## config.mk

```make
export PLATFORM = sky130hd
export DESIGN_NAME = servo_pulse_sweep_generator_top
export DESIGN_NICKNAME = d
export VERILOG_FILES = /design/src/rtl/spsg_pkg.sv /design/src/rtl/spsg_div.sv /design/src/rtl/servo_pulse_sweep_generator_top.sv
export SDC_FILE = /design/constraint.sdc
export NUM_CORES = 1
export LEC_CHECK = 0
export BUFFER_PORTS_ARGS = -buffer_cell sky130_fd_sc_hd__clkbuf_2
export CORE_UTILIZATION = 65
export CTS_BUF_LIST = sky130_fd_sc_hd__clkbuf_8
export CTS_CLUSTER_DIAMETER = 80
export DETAILED_ROUTE_END_ITERATION = 10
export GPL_TIMING_DRIVEN = 0
export PLACE_DENSITY_LB_ADDON = 0.1
export SETUP_SLACK_MARGIN = 0.05
export SYNTH_ARGS = -nofsm -noshare
export SYNTH_HDL_FRONTEND = slang
export SYNTH_SLANG_ARGS = --single-unit
```

## constraint.sdc

```tcl
create_clock -name clk -period 8 [get_ports clk]
set_clock_uncertainty 0.2 [all_clocks]
set_input_delay 1.6 -clock clk [delete_from_list [all_inputs] [get_ports clk]]
set_output_delay 1.6 -clock clk [all_outputs]
set_load 0.005 [all_outputs]
```

## src/rtl/spsg_pkg.sv

```systemverilog
`timescale 1ns / 1ps
`default_nettype none
// ----------------------------------------------------------------------------
// Servo pulse sweep generator package
// Shared types, codes and reset constants for the servo pulse sweep generator.
// ----------------------------------------------------------------------------
package spsg_pkg;

    // Field widths.
    localparam int GAIN_W   = 8;
    localparam int OFFSET_W = 15;
    localparam int ANGLE_W  = 9;
    localparam int PERIOD_W = 16;
    localparam int STEP_W   = 10;
    localparam int MSEC_W   = 20;
    localparam int WIDTH_W  = 16;
    localparam int CFG_IDX_W  = 3;
    localparam int CFG_DATA_W = 16;

    // Width of the shared divider operands.
    localparam int DIV_W = 20;

    // Reset values of the configuration registers and of the state.
    localparam logic [GAIN_W-1:0]   GAIN_RESET      = 8'd10;
    localparam logic [OFFSET_W-1:0] OFFSET_RESET    = 15'd600;
    localparam logic [ANGLE_W-1:0]  MIN_ANGLE_RESET = 9'd0;
    localparam logic [ANGLE_W-1:0]  MAX_ANGLE_RESET = 9'd180;
    localparam logic [PERIOD_W-1:0] PERIOD_RESET    = 16'd20000;
    localparam logic [STEP_W-1:0]   STEP_RESET      = 10'd20;
    localparam logic [WIDTH_W-1:0]  WIDTH_RESET     = 16'd1590;

    // Configuration register indexes.
    localparam logic [CFG_IDX_W-1:0] CFG_GAIN      = 3'd0;
    localparam logic [CFG_IDX_W-1:0] CFG_OFFSET    = 3'd1;
    localparam logic [CFG_IDX_W-1:0] CFG_MIN_ANGLE = 3'd2;
    localparam logic [CFG_IDX_W-1:0] CFG_MAX_ANGLE = 3'd3;
    localparam logic [CFG_IDX_W-1:0] CFG_PERIOD    = 3'd4;
    localparam logic [CFG_IDX_W-1:0] CFG_STEP      = 3'd5;

    // Action codes of an input item.
    localparam logic [1:0] ACT_EDGE     = 2'd0;
    localparam logic [1:0] ACT_POSITION = 2'd1;
    localparam logic [1:0] ACT_SWEEP    = 2'd2;

    // Sequencer states.
    typedef enum logic [2:0] {
        S_IDLE,
        S_DECODE,
        S_MAP,
        S_DIV_STEPS,
        S_WAIT_STEPS,
        S_DIV_DELTA,
        S_WAIT_DELTA,
        S_FINISH
    } state_t;

    // Request to the shared divider.
    typedef struct packed {
        logic             start;
        logic [DIV_W-1:0] dividend;
        logic [DIV_W-1:0] divisor;
    } div_req_t;

    // Response from the shared divider.
    typedef struct packed {
        logic             busy;
        logic             done;
        logic [DIV_W-1:0] quotient;
    } div_rsp_t;

endpackage : spsg_pkg
`default_nettype wire

```

## src/rtl/spsg_div.sv

```systemverilog
`timescale 1ns / 1ps
`default_nettype none
// ----------------------------------------------------------------------------
// Servo sweep divider
// Unsigned restoring divider, one quotient bit per cycle, shared by the
// sweep step count and the per-period width change.
// ----------------------------------------------------------------------------
module spsg_div
    import spsg_pkg::*;
(
    input  wire logic     clk,
    input  wire logic     rst_n,
    input  wire div_req_t req,
    output div_rsp_t      rsp
);

    localparam int CNT_W = $clog2(DIV_W);
    localparam logic [CNT_W-1:0] LAST_BIT = CNT_W'(DIV_W - 1);

    logic             busy_reg;
    logic             busy_next;
    logic             done_reg;
    logic             done_next;
    logic [CNT_W-1:0] count_reg;
    logic [CNT_W-1:0] count_next;
    logic [DIV_W:0]   rem_reg;
    logic [DIV_W:0]   rem_next;
    logic [DIV_W-1:0] quo_reg;
    logic [DIV_W-1:0] quo_next;
    logic [DIV_W-1:0] divisor_reg;
    logic [DIV_W-1:0] divisor_next;

    logic [DIV_W:0]   shifted;
    logic [DIV_W:0]   trial;

    // One restoring step: shift in the next dividend bit and try to subtract.
    always_comb
    begin
        shifted = {rem_reg[DIV_W-1:0], quo_reg[DIV_W-1]};
        trial   = shifted - {1'b0, divisor_reg};

        busy_next    = busy_reg;
        done_next    = 1'b0;
        count_next   = count_reg;
        rem_next     = rem_reg;
        quo_next     = quo_reg;
        divisor_next = divisor_reg;

        if (req.start && !busy_reg)
        begin
            busy_next    = 1'b1;
            count_next   = LAST_BIT;
            rem_next     = '0;
            quo_next     = req.dividend;
            divisor_next = req.divisor;
        end
        else if (busy_reg)
        begin
            if (!trial[DIV_W])
            begin
                rem_next = trial;
                quo_next = {quo_reg[DIV_W-2:0], 1'b1};
            end
            else
            begin
                rem_next = shifted;
                quo_next = {quo_reg[DIV_W-2:0], 1'b0};
            end
            count_next = count_reg - 1'b1;
            if (count_reg == '0)
            begin
                busy_next = 1'b0;
                done_next = 1'b1;
            end
        end
    end

    // Control registers.
    always_ff @(posedge clk or negedge rst_n)
    begin
        if (!rst_n)
        begin
            busy_reg  <= 1'b0;
            done_reg  <= 1'b0;
            count_reg <= '0;
        end
        else
        begin
            busy_reg  <= busy_next;
            done_reg  <= done_next;
            count_reg <= count_next;
        end
    end

    // Datapath registers.
    always_ff @(posedge clk)
    begin
        rem_reg     <= rem_next;
        quo_reg     <= quo_next;
        divisor_reg <= divisor_next;
    end

    assign rsp.busy     = busy_reg;
    assign rsp.done     = done_reg;
    assign rsp.quotient = quo_reg;

endmodule : spsg_div
`default_nettype wire

```

## src/rtl/servo_pulse_sweep_generator_top.sv

```systemverilog
`timescale 1ns / 1ps
`default_nettype none
// An edge event that opens a period during a sweep passes from input transfer to result
// through the shared divider twice, first for the step count, then for the width change.
// Other edge events and rejected commands go from decode to finish; accepted commands also pass the map state.
// Throughput: one item at a time; the input is ready again once the result is registered.
// Reset (rst_n, asynchronous, active low) loads the register defaults, a pulse width of
// 1590 ticks, no sweep and a low line; the configuration port is always ready.
// ----------------------------------------------------------------------------
// Servo pulse sweep generator
// Produces servo output-compare edge intervals, maps angle commands to pulse
// widths and ramps the width linearly toward a target during a sweep.
// ----------------------------------------------------------------------------
module servo_pulse_sweep_generator_top
    import spsg_pkg::*;
(
    input  wire logic                  clk,
    input  wire logic                  rst_n,
    // Configuration write channel
    input  wire logic                  cfg_valid,
    output logic                       cfg_ready,
    input  wire logic [CFG_IDX_W-1:0]  cfg_index,
    input  wire logic [CFG_DATA_W-1:0] cfg_data,
    // Input channel
    input  wire logic                  in_valid,
    output logic                       in_ready,
    input  wire logic [1:0]            action,
    input  wire logic [ANGLE_W-1:0]    angle,
    input  wire logic [MSEC_W-1:0]     sweep_time_ms,
    // Output channel
    output logic                       out_valid,
    input  wire logic                  out_ready,
    output logic                       next_level,
    output logic [WIDTH_W-1:0]         interval,
    output logic [WIDTH_W-1:0]         width_now,
    output logic                       sweeping,
    output logic                       rejected
);

    // Configuration registers.
    logic [GAIN_W-1:0]          gain_reg;
    logic [OFFSET_W-1:0]        offset_reg;
    logic signed [ANGLE_W-1:0]  min_angle_reg;
    logic signed [ANGLE_W-1:0]  max_angle_reg;
    logic [PERIOD_W-1:0]        period_reg;
    logic [STEP_W-1:0]          step_reg;

    // Generator state.
    logic [WIDTH_W-1:0]         pulse_width_reg;
    logic [WIDTH_W-1:0]         pulse_width_next;
    logic [WIDTH_W-1:0]         target_pulse_reg;
    logic [WIDTH_W-1:0]         target_pulse_next;
    logic [MSEC_W-1:0]          remaining_reg;
    logic [MSEC_W-1:0]          remaining_next;
    logic                       sweep_active_reg;
    logic                       sweep_active_next;
    logic                       line_high_reg;
    logic                       line_high_next;

    // Sequencer.
    state_t                     state_reg;
    state_t                     state_next;

    // Latched input item and working values.
    logic [1:0]                 action_reg;
    logic signed [ANGLE_W-1:0]  angle_reg;
    logic [MSEC_W-1:0]          msecs_reg;
    logic                       reject_reg;
    logic                       reject_next;
    logic                       do_sweep_reg;
    logic                       do_sweep_next;
    logic signed [17:0]         prod_reg;
    logic [WIDTH_W-1:0]         mapped_reg;
    logic [WIDTH_W-1:0]         mapped_next;
    logic [DIV_W-1:0]           steps_reg;
    logic                       diff_neg_reg;
    logic [WIDTH_W-1:0]         quo_reg;

    // Output register.
    logic                       out_valid_reg;
    logic                       out_valid_next;
    logic                       next_level_reg;
    logic [WIDTH_W-1:0]         interval_reg;
    logic [WIDTH_W-1:0]         interval_next;
    logic [WIDTH_W-1:0]         width_now_reg;
    logic                       sweeping_reg;
    logic                       rejected_reg;

    // Sequencer outputs.
    logic                       commit;
    logic                       slot_free;
    logic                       in_xfer;
    logic                       div_start;

    // Shared divider.
    div_req_t                   div_req;
    div_rsp_t                   div_rsp;

    // Combinational datapath values.
    logic                       out_of_range;
    logic signed [17:0]         gain_s;
    logic signed [17:0]         angle_s;
    logic signed [18:0]         map_sum;
    logic [STEP_W-1:0]          step_eff;
    logic signed [WIDTH_W:0]    diff;
    logic [WIDTH_W-1:0]         abs_diff;
    logic [WIDTH_W-1:0]         delta;
    logic [WIDTH_W-1:0]         swept_width;
    logic [MSEC_W-1:0]          swept_remaining;

    spsg_div u_div (
        .clk   (clk),
        .rst_n (rst_n),
        .req   (div_req),
        .rsp   (div_rsp)
    );

    assign cfg_ready = 1'b1;
    assign slot_free = !out_valid_reg || out_ready;
    assign in_xfer   = in_valid && in_ready;

    // Next state of the sequencer.
    always_comb
    begin
        state_next = state_reg;
        unique case (state_reg)
            S_IDLE:
            begin
                if (in_xfer)
                begin
                    state_next = S_DECODE;
                end
            end
            S_DECODE:
            begin
                if (do_sweep_next)
                begin
                    state_next = S_DIV_STEPS;
                end
                else if ((action_reg == ACT_POSITION || action_reg == ACT_SWEEP)
                         && !out_of_range)
                begin
                    state_next = S_MAP;
                end
                else
                begin
                    state_next = S_FINISH;
                end
            end
            S_MAP:
            begin
                state_next = S_FINISH;
            end
            S_DIV_STEPS:
            begin
                state_next = S_WAIT_STEPS;
            end
            S_WAIT_STEPS:
            begin
                if (div_rsp.done)
                begin
                    state_next = S_DIV_DELTA;
                end
            end
            S_DIV_DELTA:
            begin
                state_next = S_WAIT_DELTA;
            end
            S_WAIT_DELTA:
            begin
                if (div_rsp.done)
                begin
                    state_next = S_FINISH;
                end
            end
            S_FINISH:
            begin
                if (slot_free)
                begin
                    state_next = S_IDLE;
                end
            end
            default:
            begin
                state_next = S_IDLE;
            end
        endcase
    end

    // Sequencer outputs.
    always_comb
    begin
        in_ready  = 1'b0;
        commit    = 1'b0;
        div_start = 1'b0;
        unique case (state_reg)
            S_IDLE:
            begin
                in_ready = 1'b1;
            end
            S_DIV_STEPS,
            S_DIV_DELTA:
            begin
                div_start = 1'b1;
            end
            S_FINISH:
            begin
                commit = slot_free;
            end
            default:
            begin
                in_ready = 1'b0;
            end
        endcase
    end

    // Divider operands: step count first, then the width change.
    always_comb
    begin
        div_req.start = div_start;
        step_eff = (step_reg == '0) ? STEP_W'(1) : step_reg;
        diff     = $signed({1'b0, target_pulse_reg}) - $signed({1'b0, pulse_width_reg});
        abs_diff = diff[WIDTH_W] ? WIDTH_W'(-diff) : diff[WIDTH_W-1:0];
        if (state_reg == S_DIV_STEPS)
        begin
            div_req.dividend = remaining_reg;
            div_req.divisor  = {{(DIV_W-STEP_W){1'b0}}, step_eff};
        end
        else
        begin
            div_req.dividend = {{(DIV_W-WIDTH_W){1'b0}}, abs_diff};
            div_req.divisor  = steps_reg;
        end
    end

    // Angle check and mapping of the angle to a pulse width.
    always_comb
    begin
        out_of_range = (angle_reg < min_angle_reg) || (angle_reg > max_angle_reg);
        reject_next  = (action_reg == ACT_POSITION || action_reg == ACT_SWEEP)
                       && out_of_range;
        do_sweep_next = (action_reg == ACT_EDGE) && !line_high_reg && sweep_active_reg;
        gain_s  = $signed({{(18-GAIN_W){1'b0}}, gain_reg});
        angle_s = $signed({{(18-ANGLE_W){angle_reg[ANGLE_W-1]}}, angle_reg});
        map_sum = $signed({prod_reg[17], prod_reg})
                  + $signed({{(19-OFFSET_W){1'b0}}, offset_reg});
        if (map_sum < 0)
        begin
            mapped_next = '0;
        end
        else if (map_sum[17:0] > {2'b00, period_reg})
        begin
            mapped_next = period_reg;
        end
        else
        begin
            mapped_next = map_sum[WIDTH_W-1:0];
        end
    end

    // State update and result values for the item in hand.
    always_comb
    begin
        delta           = diff_neg_reg ? WIDTH_W'(-quo_reg) : quo_reg;
        swept_width     = pulse_width_reg + delta;
        swept_remaining = (remaining_reg > {{(MSEC_W-STEP_W){1'b0}}, step_eff})
                          ? remaining_reg - {{(MSEC_W-STEP_W){1'b0}}, step_eff}
                          : '0;

        pulse_width_next  = pulse_width_reg;
        target_pulse_next = target_pulse_reg;
        remaining_next    = remaining_reg;
        sweep_active_next = sweep_active_reg;
        line_high_next    = line_high_reg;
        interval_next     = '0;

        case (action_reg)
            ACT_EDGE:
            begin
                if (!line_high_reg)
                begin
                    if (do_sweep_reg)
                    begin
                        pulse_width_next = swept_width;
                        remaining_next   = swept_remaining;
                        if (swept_width == target_pulse_reg)
                        begin
                            sweep_active_next = 1'b0;
                        end
                    end
                    interval_next  = (period_reg > pulse_width_next)
                                     ? period_reg - pulse_width_next : '0;
                    line_high_next = 1'b1;
                end
                else
                begin
                    interval_next  = pulse_width_reg;
                    line_high_next = 1'b0;
                end
            end
            ACT_POSITION:
            begin
                if (!reject_reg)
                begin
                    pulse_width_next  = mapped_reg;
                    sweep_active_next = 1'b0;
                end
            end
            ACT_SWEEP:
            begin
                if (!reject_reg)
                begin
                    target_pulse_next = mapped_reg;
                    remaining_next    = msecs_reg;
                    sweep_active_next = 1'b1;
                end
            end
            default:
            begin
                interval_next = '0;
            end
        endcase

        out_valid_next = out_valid_reg;
        if (commit)
        begin
            out_valid_next = 1'b1;
        end
        else if (out_ready)
        begin
            out_valid_next = 1'b0;
        end
    end

    // Control, configuration and generator state registers.
    always_ff @(posedge clk or negedge rst_n)
    begin
        if (!rst_n)
        begin
            state_reg        <= S_IDLE;
            out_valid_reg    <= 1'b0;
            gain_reg         <= GAIN_RESET;
            offset_reg       <= OFFSET_RESET;
            min_angle_reg    <= MIN_ANGLE_RESET;
            max_angle_reg    <= MAX_ANGLE_RESET;
            period_reg       <= PERIOD_RESET;
            step_reg         <= STEP_RESET;
            pulse_width_reg  <= WIDTH_RESET;
            target_pulse_reg <= '0;
            remaining_reg    <= '0;
            sweep_active_reg <= 1'b0;
            line_high_reg    <= 1'b0;
        end
        else
        begin
            state_reg     <= state_next;
            out_valid_reg <= out_valid_next;
            if (cfg_valid && cfg_ready)
            begin
                unique case (cfg_index)
                    CFG_GAIN:      gain_reg      <= cfg_data[GAIN_W-1:0];
                    CFG_OFFSET:    offset_reg    <= cfg_data[OFFSET_W-1:0];
                    CFG_MIN_ANGLE: min_angle_reg <= cfg_data[ANGLE_W-1:0];
                    CFG_MAX_ANGLE: max_angle_reg <= cfg_data[ANGLE_W-1:0];
                    CFG_PERIOD:    period_reg    <= cfg_data[PERIOD_W-1:0];
                    CFG_STEP:      step_reg      <= cfg_data[STEP_W-1:0];
                    default:       gain_reg      <= gain_reg;
                endcase
            end
            if (commit)
            begin
                pulse_width_reg  <= pulse_width_next;
                target_pulse_reg <= target_pulse_next;
                remaining_reg    <= remaining_next;
                sweep_active_reg <= sweep_active_next;
                line_high_reg    <= line_high_next;
            end
        end
    end

    // Working and output payload registers.
    always_ff @(posedge clk)
    begin
        if (in_xfer)
        begin
            action_reg <= action;
            angle_reg  <= angle;
            msecs_reg  <= sweep_time_ms;
        end
        if (state_reg == S_DECODE)
        begin
            reject_reg   <= reject_next;
            do_sweep_reg <= do_sweep_next;
            prod_reg     <= gain_s * angle_s;
        end
        if (state_reg == S_MAP)
        begin
            mapped_reg <= mapped_next;
        end
        if (state_reg == S_WAIT_STEPS && div_rsp.done)
        begin
            steps_reg <= (div_rsp.quotient == '0) ? DIV_W'(1) : div_rsp.quotient;
        end
        if (state_reg == S_DIV_DELTA)
        begin
            diff_neg_reg <= diff[WIDTH_W];
        end
        if (state_reg == S_WAIT_DELTA && div_rsp.done)
        begin
            quo_reg <= div_rsp.quotient[WIDTH_W-1:0];
        end
        if (commit)
        begin
            next_level_reg <= line_high_next;
            interval_reg   <= interval_next;
            width_now_reg  <= pulse_width_next;
            sweeping_reg   <= sweep_active_next;
            rejected_reg   <= reject_reg;
        end
    end

    assign out_valid  = out_valid_reg;
    assign next_level = next_level_reg;
    assign interval   = interval_reg;
    assign width_now  = width_now_reg;
    assign sweeping   = sweeping_reg;
    assign rejected   = rejected_reg;

    // The divider is never started while it is still working.
    assert property (@(posedge clk) disable iff (!rst_n)
        div_req.start |-> !div_rsp.busy)
        else $error("divider started while busy");

    // The width change is never divided by a zero step count.
    assert property (@(posedge clk) disable iff (!rst_n)
        (state_reg == S_DIV_DELTA) |-> (steps_reg != '0))
        else $error("zero step count reached the divider");

    // A result is never written over one that has not been taken.
    assert property (@(posedge clk) disable iff (!rst_n)
        (out_valid_reg && !out_ready) |=> !$past(commit))
        else $error("pending result overwritten");

    // A new item is never taken while the divider still works on the last one.
    assert property (@(posedge clk) disable iff (!rst_n)
        in_xfer |-> !div_rsp.busy)
        else $error("input transfer during a division");

endmodule : servo_pulse_sweep_generator_top
`default_nettype wire
```

==> flow_results.org, run 1 <==
** Setup path
- STA puts the critical path data arrival time at 6.57 ns.
- Among cell families on the critical path, the largest total delay comes from simple AND/OR/NAND/NOR gates.
- STA classifies the critical path endpoint as a register.
- Count of buffering cells on the critical path with inverters included :: 1
- Delay of the slowest cell on the worst path :: 0.54 ns
- Worst-path maximum fanout :: 10
- The critical path goes through or3_1 -> or4b_4 -> or4_4 -> o21ai_0 -> xnor2_1 -> ha_1 -> nand3_1 -> o21ai_0 -> o21a_1 -> nor2_1 -> xnor2_1 -> mux2i_1 -> ha_1 -> and2_1 -> o21ai_0 -> nand2b_1 -> a21oi_1 -> a21oi_1 -> clkbuf_1 -> nand2_1 -> a21oi_1.
- Required time reported for the critical path endpoint :: 8.29 ns
- The worst setup path is launched from a register.
- Crit path kind :: register to register
- The slowest stage of the critical path is the sky130_fd_sc_hd__or4b_4 cell.

** Placed design
- IO buf count :: 91
- Detailed placement HPWL :: 43.7 mm
- At the end of routability-driven placement, the weighted congestion stood at 0.952.
- Post-placement cell area :: 0.0233 sq mm

** Routing
- 1st-pass router iterations :: 8
- Total number of vias :: between 15,000 and 20,000
- The detailed router finished its first iteration with ~1,600 violations.
- Post-route DRC violation count :: 0
- Using the TritonRoute via totals, the vias-per-cell ratio works out to 6.13.
- Dividing the detail-routed wire length by the instance count gives around 20 um.
- For this block, the routed nets add up to ~57 mm of wire.
- In this run the remaining antenna-violating nets after routing total 0.

** Clock network
- TritonCTS clock tree :: done
- After clock tree synthesis, the setup repair step added 0 buffers.
- Post-CTS repair changed the size of 0 cells.
- Clock Path Buffers :: 3
- In this run, post-CTS hold repair placed 0 buffers.
- TritonCTS buffer count :: 55
- The H-tree generated during clock tree synthesis spans 2 levels.
- The tree is rooted in a sky130_fd_sc_hd__clkbuf_8.
- After clock tree synthesis, the clock-pin slew on the worst setup and hold paths is roughly 0.070 ns.
- TritonCTS Sinks :: ~330
- The clock reaches the later pin of the worst-skew pair after roughly 0.66 ns.

** Die
- In this run the horizontal extent of the chip is 187 um.
- Top-Level Pins :: 93
- The die covers 0.0349 sq mm.
- Core box area :: between 0.03 and 0.04 sq mm
- Starting density of the core :: 66.1%
- Vertical die dimension :: between 150 and 200 um
- Count of standard-cell rows :: 67

** Pwr
- Leakage power of the design :: 10.7 nW
- Across the VDD grid, the largest voltage drop is 0.000252 V.
- Cell Pwr Density :: 388 mW/mm^2

** Layout
- Area taken by flip-flops and latches :: 0.00911 sq mm
- For this run, the post-layout net count is 2,671.
- Layout Cell Area excl Fill :: 0.0243 sq mm
- Number of filler instances in the final layout :: 2,501
- Area of combinational cells with multiple inputs :: about 0.012 sq mm
- Ratio of cells with drive above 1 in the final layout :: between 10% and 20%
- Antenna fix cells :: 0
- Post-synthesis to final-layout area growth :: 9.70%

** Outcome
- Result of the run :: finished clean

** Global routing
- In the global route stage, overall resource usage came out at between 30% and 40%.
- First-pass GRT wire length :: 91.0 mm
- Initial antenna violation count :: 2
- Largest net degree at the start of global routing :: 104
- Total congestion overflow :: 0
- Number of global-route vias before repair :: 17,062

** Synthesis
- After synthesis the netlist holds a flip-flop and latch count of 331.
- After synthesis, the largest area contributor takes up 24.2% of total cell area.
- In the synthesized netlist the dominant register cell turns out to be sky130_fd_sc_hd__edfxtp_1.
- Distinct cells, synth :: 87
- After synthesis, the share of flip-flops with an asynchronous set or reset is 39.9%.
- The synthesized design spends more area on one cell type than any other, namely sky130_fd_sc_hd__edfxtp_1.
- In the synthesized netlist, the number of instances is approximately 2,200.
- The number of nets in the synthesized netlist is between 2,000 and 3,000.
- Cell with the most instances after synthesis :: sky130_fd_sc_hd__nand2_1
- Top post-synthesis cells by area :: sky130_fd_sc_hd__edfxtp_1 24%, sky130_fd_sc_hd__dfrtp_1 12%, sky130_fd_sc_hd__ha_1 11%
- Averaged over all synthesized cells, the footprint is roughly 10 sq um.
- Sequential cells were found to cover 41.1% of the synthesized design area.
- Number of synthesized flops with an enable pin :: 179
- Post-synth top cells :: 221 x sky130_fd_sc_hd__nand2_1, 192 x sky130_fd_sc_hd__ha_1, 192 x sky130_fd_sc_hd__inv_1, 179 x sky130_fd_sc_hd__edfxtp_1, 123 x sky130_fd_sc_hd__nor2_1
- Area of the mapped netlist :: 0.0222 sq mm
- YS warnings :: 0

** Job
- Number of violations of the max-capacitance limit :: 0

** STA
- At the pin with the least slew margin, the transition time is 1.36 ns.
- The final-report max-slew violation count came to 0.
- The number of endpoints with negative hold slack in the final report came to 0.
- FMAX :: 159 MHz
- In the final timing run, aggregate negative setup slack is 0 ns.
- Setup repair after global routing missed its margin :: no
- Number of failing setup endpoints in the final timing report :: 0
- Final period util :: 78.5%
- Max transition margin :: between 9 and 10%
- After layout, the minimum clock period comes to approximately 6.3 ns.

** Min path
- In this run the worst hold path is classified as register to register.
layer usage:
metal	vias to the layer above	global-route usage [%]	share of wire [%]
met5	-	0	0.019
met4	2	10.6	3.0
met3	136	5.70	7.8
met2	722	53.8	46
met1	8508	45.5	43
li1	8233	-	-
stage by stage:
stage               util (%)  hold slack, ns  power [mW]  instances  setup WS, ns
detailed placement      69.4           0.243        7.89       2766          1.85
CTS                     72.5           0.259        9.37       2870          1.80
global route            72.5           0.262        10.2       2870          1.35
floorplan                  -           0.224        6.59       2223          2.42
finish                  72.5           0.257        9.44       2870          1.72
global placement        69.2           0.235        7.71       2762          2.00
worst paths after layout:
kind	slack, ns	to	cells past startpoint	start
max	1.72	interval[11]	21	quo_reg[4]
min	0.26	rejected	0	reject_reg
max reg2reg	1.72	interval[11]	21	quo_reg[4]
min reg2reg	0.26	rejected	0	reject_reg
max in group asynchronous	6.12	u_div.count_reg[4]	2	rst_n
min in group asynchronous	0.63	max_angle_reg[6]	1	rst_n
power breakdown:
group | leakage (nW) | switching (mW) | internal (mW)
clock | 0.598 | 0.714 | 0.723
sequential | 3.38 | 0.438 | 2.37
combinational | 6.71 | 3.01 | 2.18
total | 10.7 | 4.16 | 5.28
layout make-up:
cell class / count / area share, %
multi-input cells: 1601 / 49.3
flip-flops and latches: 331 / 37.4
clock buffers: 60 / 3.39
inverters: 193 / 2.98
well taps: 448 / 2.30
repair buffers: 95 / 2.18
plain buffers: 98 / 1.55
clock inverters: 44 / 0.874
kinds of logic after synthesis:
family / share of synthesized area (%)
AO/OA/AOI/OAI: 14.3
XOR/XNOR: 5.11
adder cells (fa/ha/maj): 15.3
buffers and inverters: 4.95
flip-flops: 41.1
multiplexers: 5.21
other: 0.0169
AND/OR/NAND/NOR: 14.1
layout by cell type, fill, tap and decap left out, drive strengths merged, types with 10 or more instances in the layout:
| cell | count |
|---|---|
| clkbuf | 239 |
| nand2 | 221 |
| inv | 210 |
| ha | 192 |
| edfxtp | 179 |
| o21ai | 143 |
| nor2 | 123 |
| dfrtp | 109 |
| a21oi | 100 |
| xnor2 | 87 |
| mux2 | 75 |
| nand3 | 66 |
| fa | 49 |
| and2 | 45 |
| xor2 | 39 |
| a21o | 33 |
| nor3 | 32 |
| mux2i | 31 |
| nand2b | 27 |
| nor2b | 26 |
| clkinv | 25 |
| and3 | 24 |
| o21a | 23 |
| dfstp | 23 |
| dfxtp | 20 |
| a211oi | 16 |
| a31oi | 15 |
| o211ai | 15 |
| o31ai | 15 |
| nand4 | 14 |
| nor4 | 14 |
| buf | 14 |
| or3 | 13 |
| a22oi | 13 |
| a221oi | 12 |
| o311ai | 10 |
| a31o | 10 |
| or2 | 10 |
Power figures use the tool's default switching activity.
==> inputs of run 2 (changes only) <==
- clock period: 8 -> 6.3 ns (I/O delays scaled with it)
==> run 2 against run 1 <==
  * Combinational power is 27% higher
  * First-iteration DRC count is 1.3% higher
  * Total power is 27% higher
  * Non-clock buffer count is 1 higher
  * Worst setup slack worse by 1.5 ns
  * Critical path type unchanged
  * Critical path depth is 2 lower
==> flow_results.org, run 2 (synthesized netlist as in run 1, its figures left out) <==
** Global routing
- The via count of the first global-routing pass came to 17,062 (unchanged).
- The initial antenna violation count is 2 (unchanged).
- The first-pass GRT wire length came to 91.0 mm (unchanged).
- The overflow left after global routing is 0 (unchanged).
- Tot GR Track Use :: 33.2% (unchanged)
- The largest net degree at the start of global routing came to 104 (unchanged).

** Pwr
- Peak supply drop :: 0.000321 V (+28%)
- Part of the power in registers :: 29.9% (about the same)
- Overall power after layout :: 12.0 mW (+27%)
- The power density over the cells came to 493 mW/mm^2 (+27%).
- The part of the total power dissipated in combinational logic was 54.9% (about the same).
- The internal power is 6.70 mW (+27%).
- The switching part of the total power was 44.1% (about the same).
- The net switching power figure was 5.29 mW (+27%).
- The static leakage came to 10.7 nW (+0.23%).
- The share of total power in the clock network was 15.2% (about the same).

** Clock network
- TritonCTS built the clock tree.
- TritonCTS Sinks :: 331 (unchanged)
- Clk_lat worst skew :: 0.67 ns (about the same)
- Clock-pin slew of the registers on the worst-case setup and hold paths :: 0.06 ns (about the same)
- The total clock buffers created by CTS came to 55 (unchanged).
- The maximum count of clock buffers along a single path is 3 (unchanged).
- The tree is rooted in a sky130_fd_sc_hd__clkbuf_8.
- The number of levels in the clock H-tree was 2 (unchanged).

** Layout
- Area taken by flip-flops and latches :: 0.00911 sq mm (unchanged)
- Antenna fix cells :: 0 (unchanged)
- Area of combinational cells with multiple inputs :: 0.0120 sq mm (about the same)
- The final-stage net count is 2,672 (+0.037%).
- Most frequent standard cell in the layout excluding fill and tap cells :: sky130_fd_sc_hd__nand2_1
- The filler cell count in the final layout came to 2,499 (-0.080%).
- Ratio of cells with drive above 1 in the final layout :: 13.0% (+0.32 points)
- Post-synthesis to final-layout area growth :: 9.82%
- Leading cell types in the layout, fill and taps excluded :: 221 x sky130_fd_sc_hd__nand2_1, 208 x sky130_fd_sc_hd__inv_1, 192 x sky130_fd_sc_hd__ha_1

** Min path
- The worst hold path begins at reject_reg.
- The tightest min-delay check is of the register to register type.

** Routing
- 1st-pass router iterations :: 6 (-2)
- Post-route DRC violation count :: 0 (unchanged)
- Final ANT Viol Nets :: 0 (unchanged)
- Total number of vias :: 17,630 (+0.16%)
- The wire length after detailed routing came to 57.3 mm (+0.20%).
- The average wire length per cell after detail routing was 19.9 um (+0.16%).
- Vias per cell :: 6.14 (+0.13%)
- Iter 0 DRT Violations :: 1,608 (+1.3%)

** Setup path
- Required time reported for the critical path endpoint :: 6.48 ns (-1.81 ns)
- The worst setup path is launched from a register.
- Endpoint type of the worst setup path :: register
- Crit path kind :: register to register
- Launch point of the worst reg-to-reg path :: quo_reg[4]
- Worst setup path startpoint :: quo_reg[4]
- Worst path arrival time :: 6.22 ns (-0.35 ns)
- The maximum fanout along the worst path was 7 (-3).

** Die
- The placement row count was 67 (unchanged).
- Starting density of the core :: 66.1% (unchanged)
- Die Area :: 0.0349 sq mm (unchanged)
- The vertical extent of the die came to 187 um (unchanged).
- Top-Level Pins :: 93 (unchanged)
- Die Width :: 187 um (unchanged)
- Core box area :: 0.0335 sq mm (unchanged)

** STA
- The highest clock rate came to 166 MHz (+4.1%).
- The number of endpoints with negative hold slack in the final report is 0 (unchanged).
- The final-report max-slew violation count is 0 (unchanged).
- Final critical path time including I/O delays and setup :: 6.03 ns (-0.247 ns)
- The post-layout worst setup margin was 0.266 ns (-1.45 ns).
- Setup tns final :: 0 ns (unchanged)
- The number of setup violations in the final report was 0 (unchanged).
- Setup repair after global routing missed its margin :: no
- The actual transition at the worst max-transition pin is 1.36 ns (+0.00594 ns).
- Max transition margin :: 8.69% (-0.40 points)
- Final period util :: 95.8% (+17 points)

** Placed design
- The number of port buffers is 91 (unchanged).
- The final estimated routing congestion in global placement came to 0.952 (unchanged).
- The post-place setup slack came to 0.145 ns (-1.70 ns).
- Detailed placement HPWL :: 43.7 mm (unchanged)

** Job
- Number of violations of the max-capacitance limit :: 0 (unchanged)

** Outcome
- Result of the run :: finished clean
run 2: changes by cell type in the layout (fill, tap and decap cells not counted), sizes merged:
cell	previous run	this run
clkbuf	239	236
buf	14	18
run 2: path summary, 6_finish.rpt:
kind	end	slack, ns	cells after the start
setup reg to reg	interval[15]	0.27	19
min in group asynchronous	max_angle_reg[6]	0.30	1
hold reg to reg	rejected	0.26	0
hold / removal	rejected	0.26	0
setup / recovery	interval[15]	0.27	19
max in group asynchronous	pulse_width_reg[3]	4.74	2
run 2: through the flow:
| stage | utilization, % | hold slack, ns | instance area, sq um | cells |
|---|---|---|---|---|
| after detailed placement | 69.4 | 0.243 | 23300 | 2766 |
| final | 72.6 | 0.256 | 24400 | 2871 |
| after global placement | 69.2 | 0.235 | 23200 | 2762 |
| after CTS | 72.5 | 0.259 | 24300 | 2870 |
| after global routing | 72.6 | 0.262 | 24400 | 2871 |
| after floorplan | - | 0.224 | 22200 | 2223 |
run 2: layer usage:
layer  track usage [%]  part of all wire (%)  wire [um]
met1              45.5                    43      24400
met4              10.6                   2.9       1670
met5                 0                 0.023         13
met2              53.8                    47      26700
met3              5.70                   7.9       4540
run 2: timing repair:
| action | 4_1_cts | 5_1_grt |
|---|---|---|
| buffers inserted | 0 | 4 |
| setup endpoints to repair | 0 | 15 |
| gates resized for setup | 0 | 8 |
| hold buffers | 0 | 0 |
| endpoints found under the hold margin | 0 | 0 |
run 2: layout make-up:
cell class	instances	area share, %
inverter	193	2.97
tap	448	2.30
clock buffer	60	3.39
sequential	331	37.4
buffer	95	1.52
clock inverter	44	0.873
multi-input combinational	1601	49.2
timing repair buffer	99	2.30
run 2: critical path, cell delays in order (launching register included):
cell	delay, ns
sky130_fd_sc_hd__edfxtp_1	0.45
sky130_fd_sc_hd__or3_1	0.42
sky130_fd_sc_hd__or4b_4	0.54
sky130_fd_sc_hd__or4_4	0.47
sky130_fd_sc_hd__o21ai_0	0.25
sky130_fd_sc_hd__xnor2_1	0.14
sky130_fd_sc_hd__ha_1	0.43
sky130_fd_sc_hd__nand3_1	0.13
sky130_fd_sc_hd__o21ai_1	0.25
sky130_fd_sc_hd__o21a_1	0.14
sky130_fd_sc_hd__nor2_1	0.05
sky130_fd_sc_hd__xnor2_1	0.34
sky130_fd_sc_hd__mux2i_1	0.22
sky130_fd_sc_hd__ha_1	0.45
sky130_fd_sc_hd__nand4_1	0.12
sky130_fd_sc_hd__nand2b_1	0.18
sky130_fd_sc_hd__o31ai_1	0.38
sky130_fd_sc_hd__a21oi_2	0.16
sky130_fd_sc_hd__and2_1	0.21
sky130_fd_sc_hd__a32o_1	0.23
run 2: power by group through the flow:
stage | Clock, mW | Combinational (mW) | Sequential [mW]
after floorplan | 0 | 5.04 | 3.33
after global placement | 0 | 6.23 | 3.57
after detailed placement | 0 | 6.44 | 3.58
after CTS | 1.84 | 6.51 | 3.54
after global routing | 1.94 | 7.36 | 3.61
final | 1.82 | 6.59 | 3.58
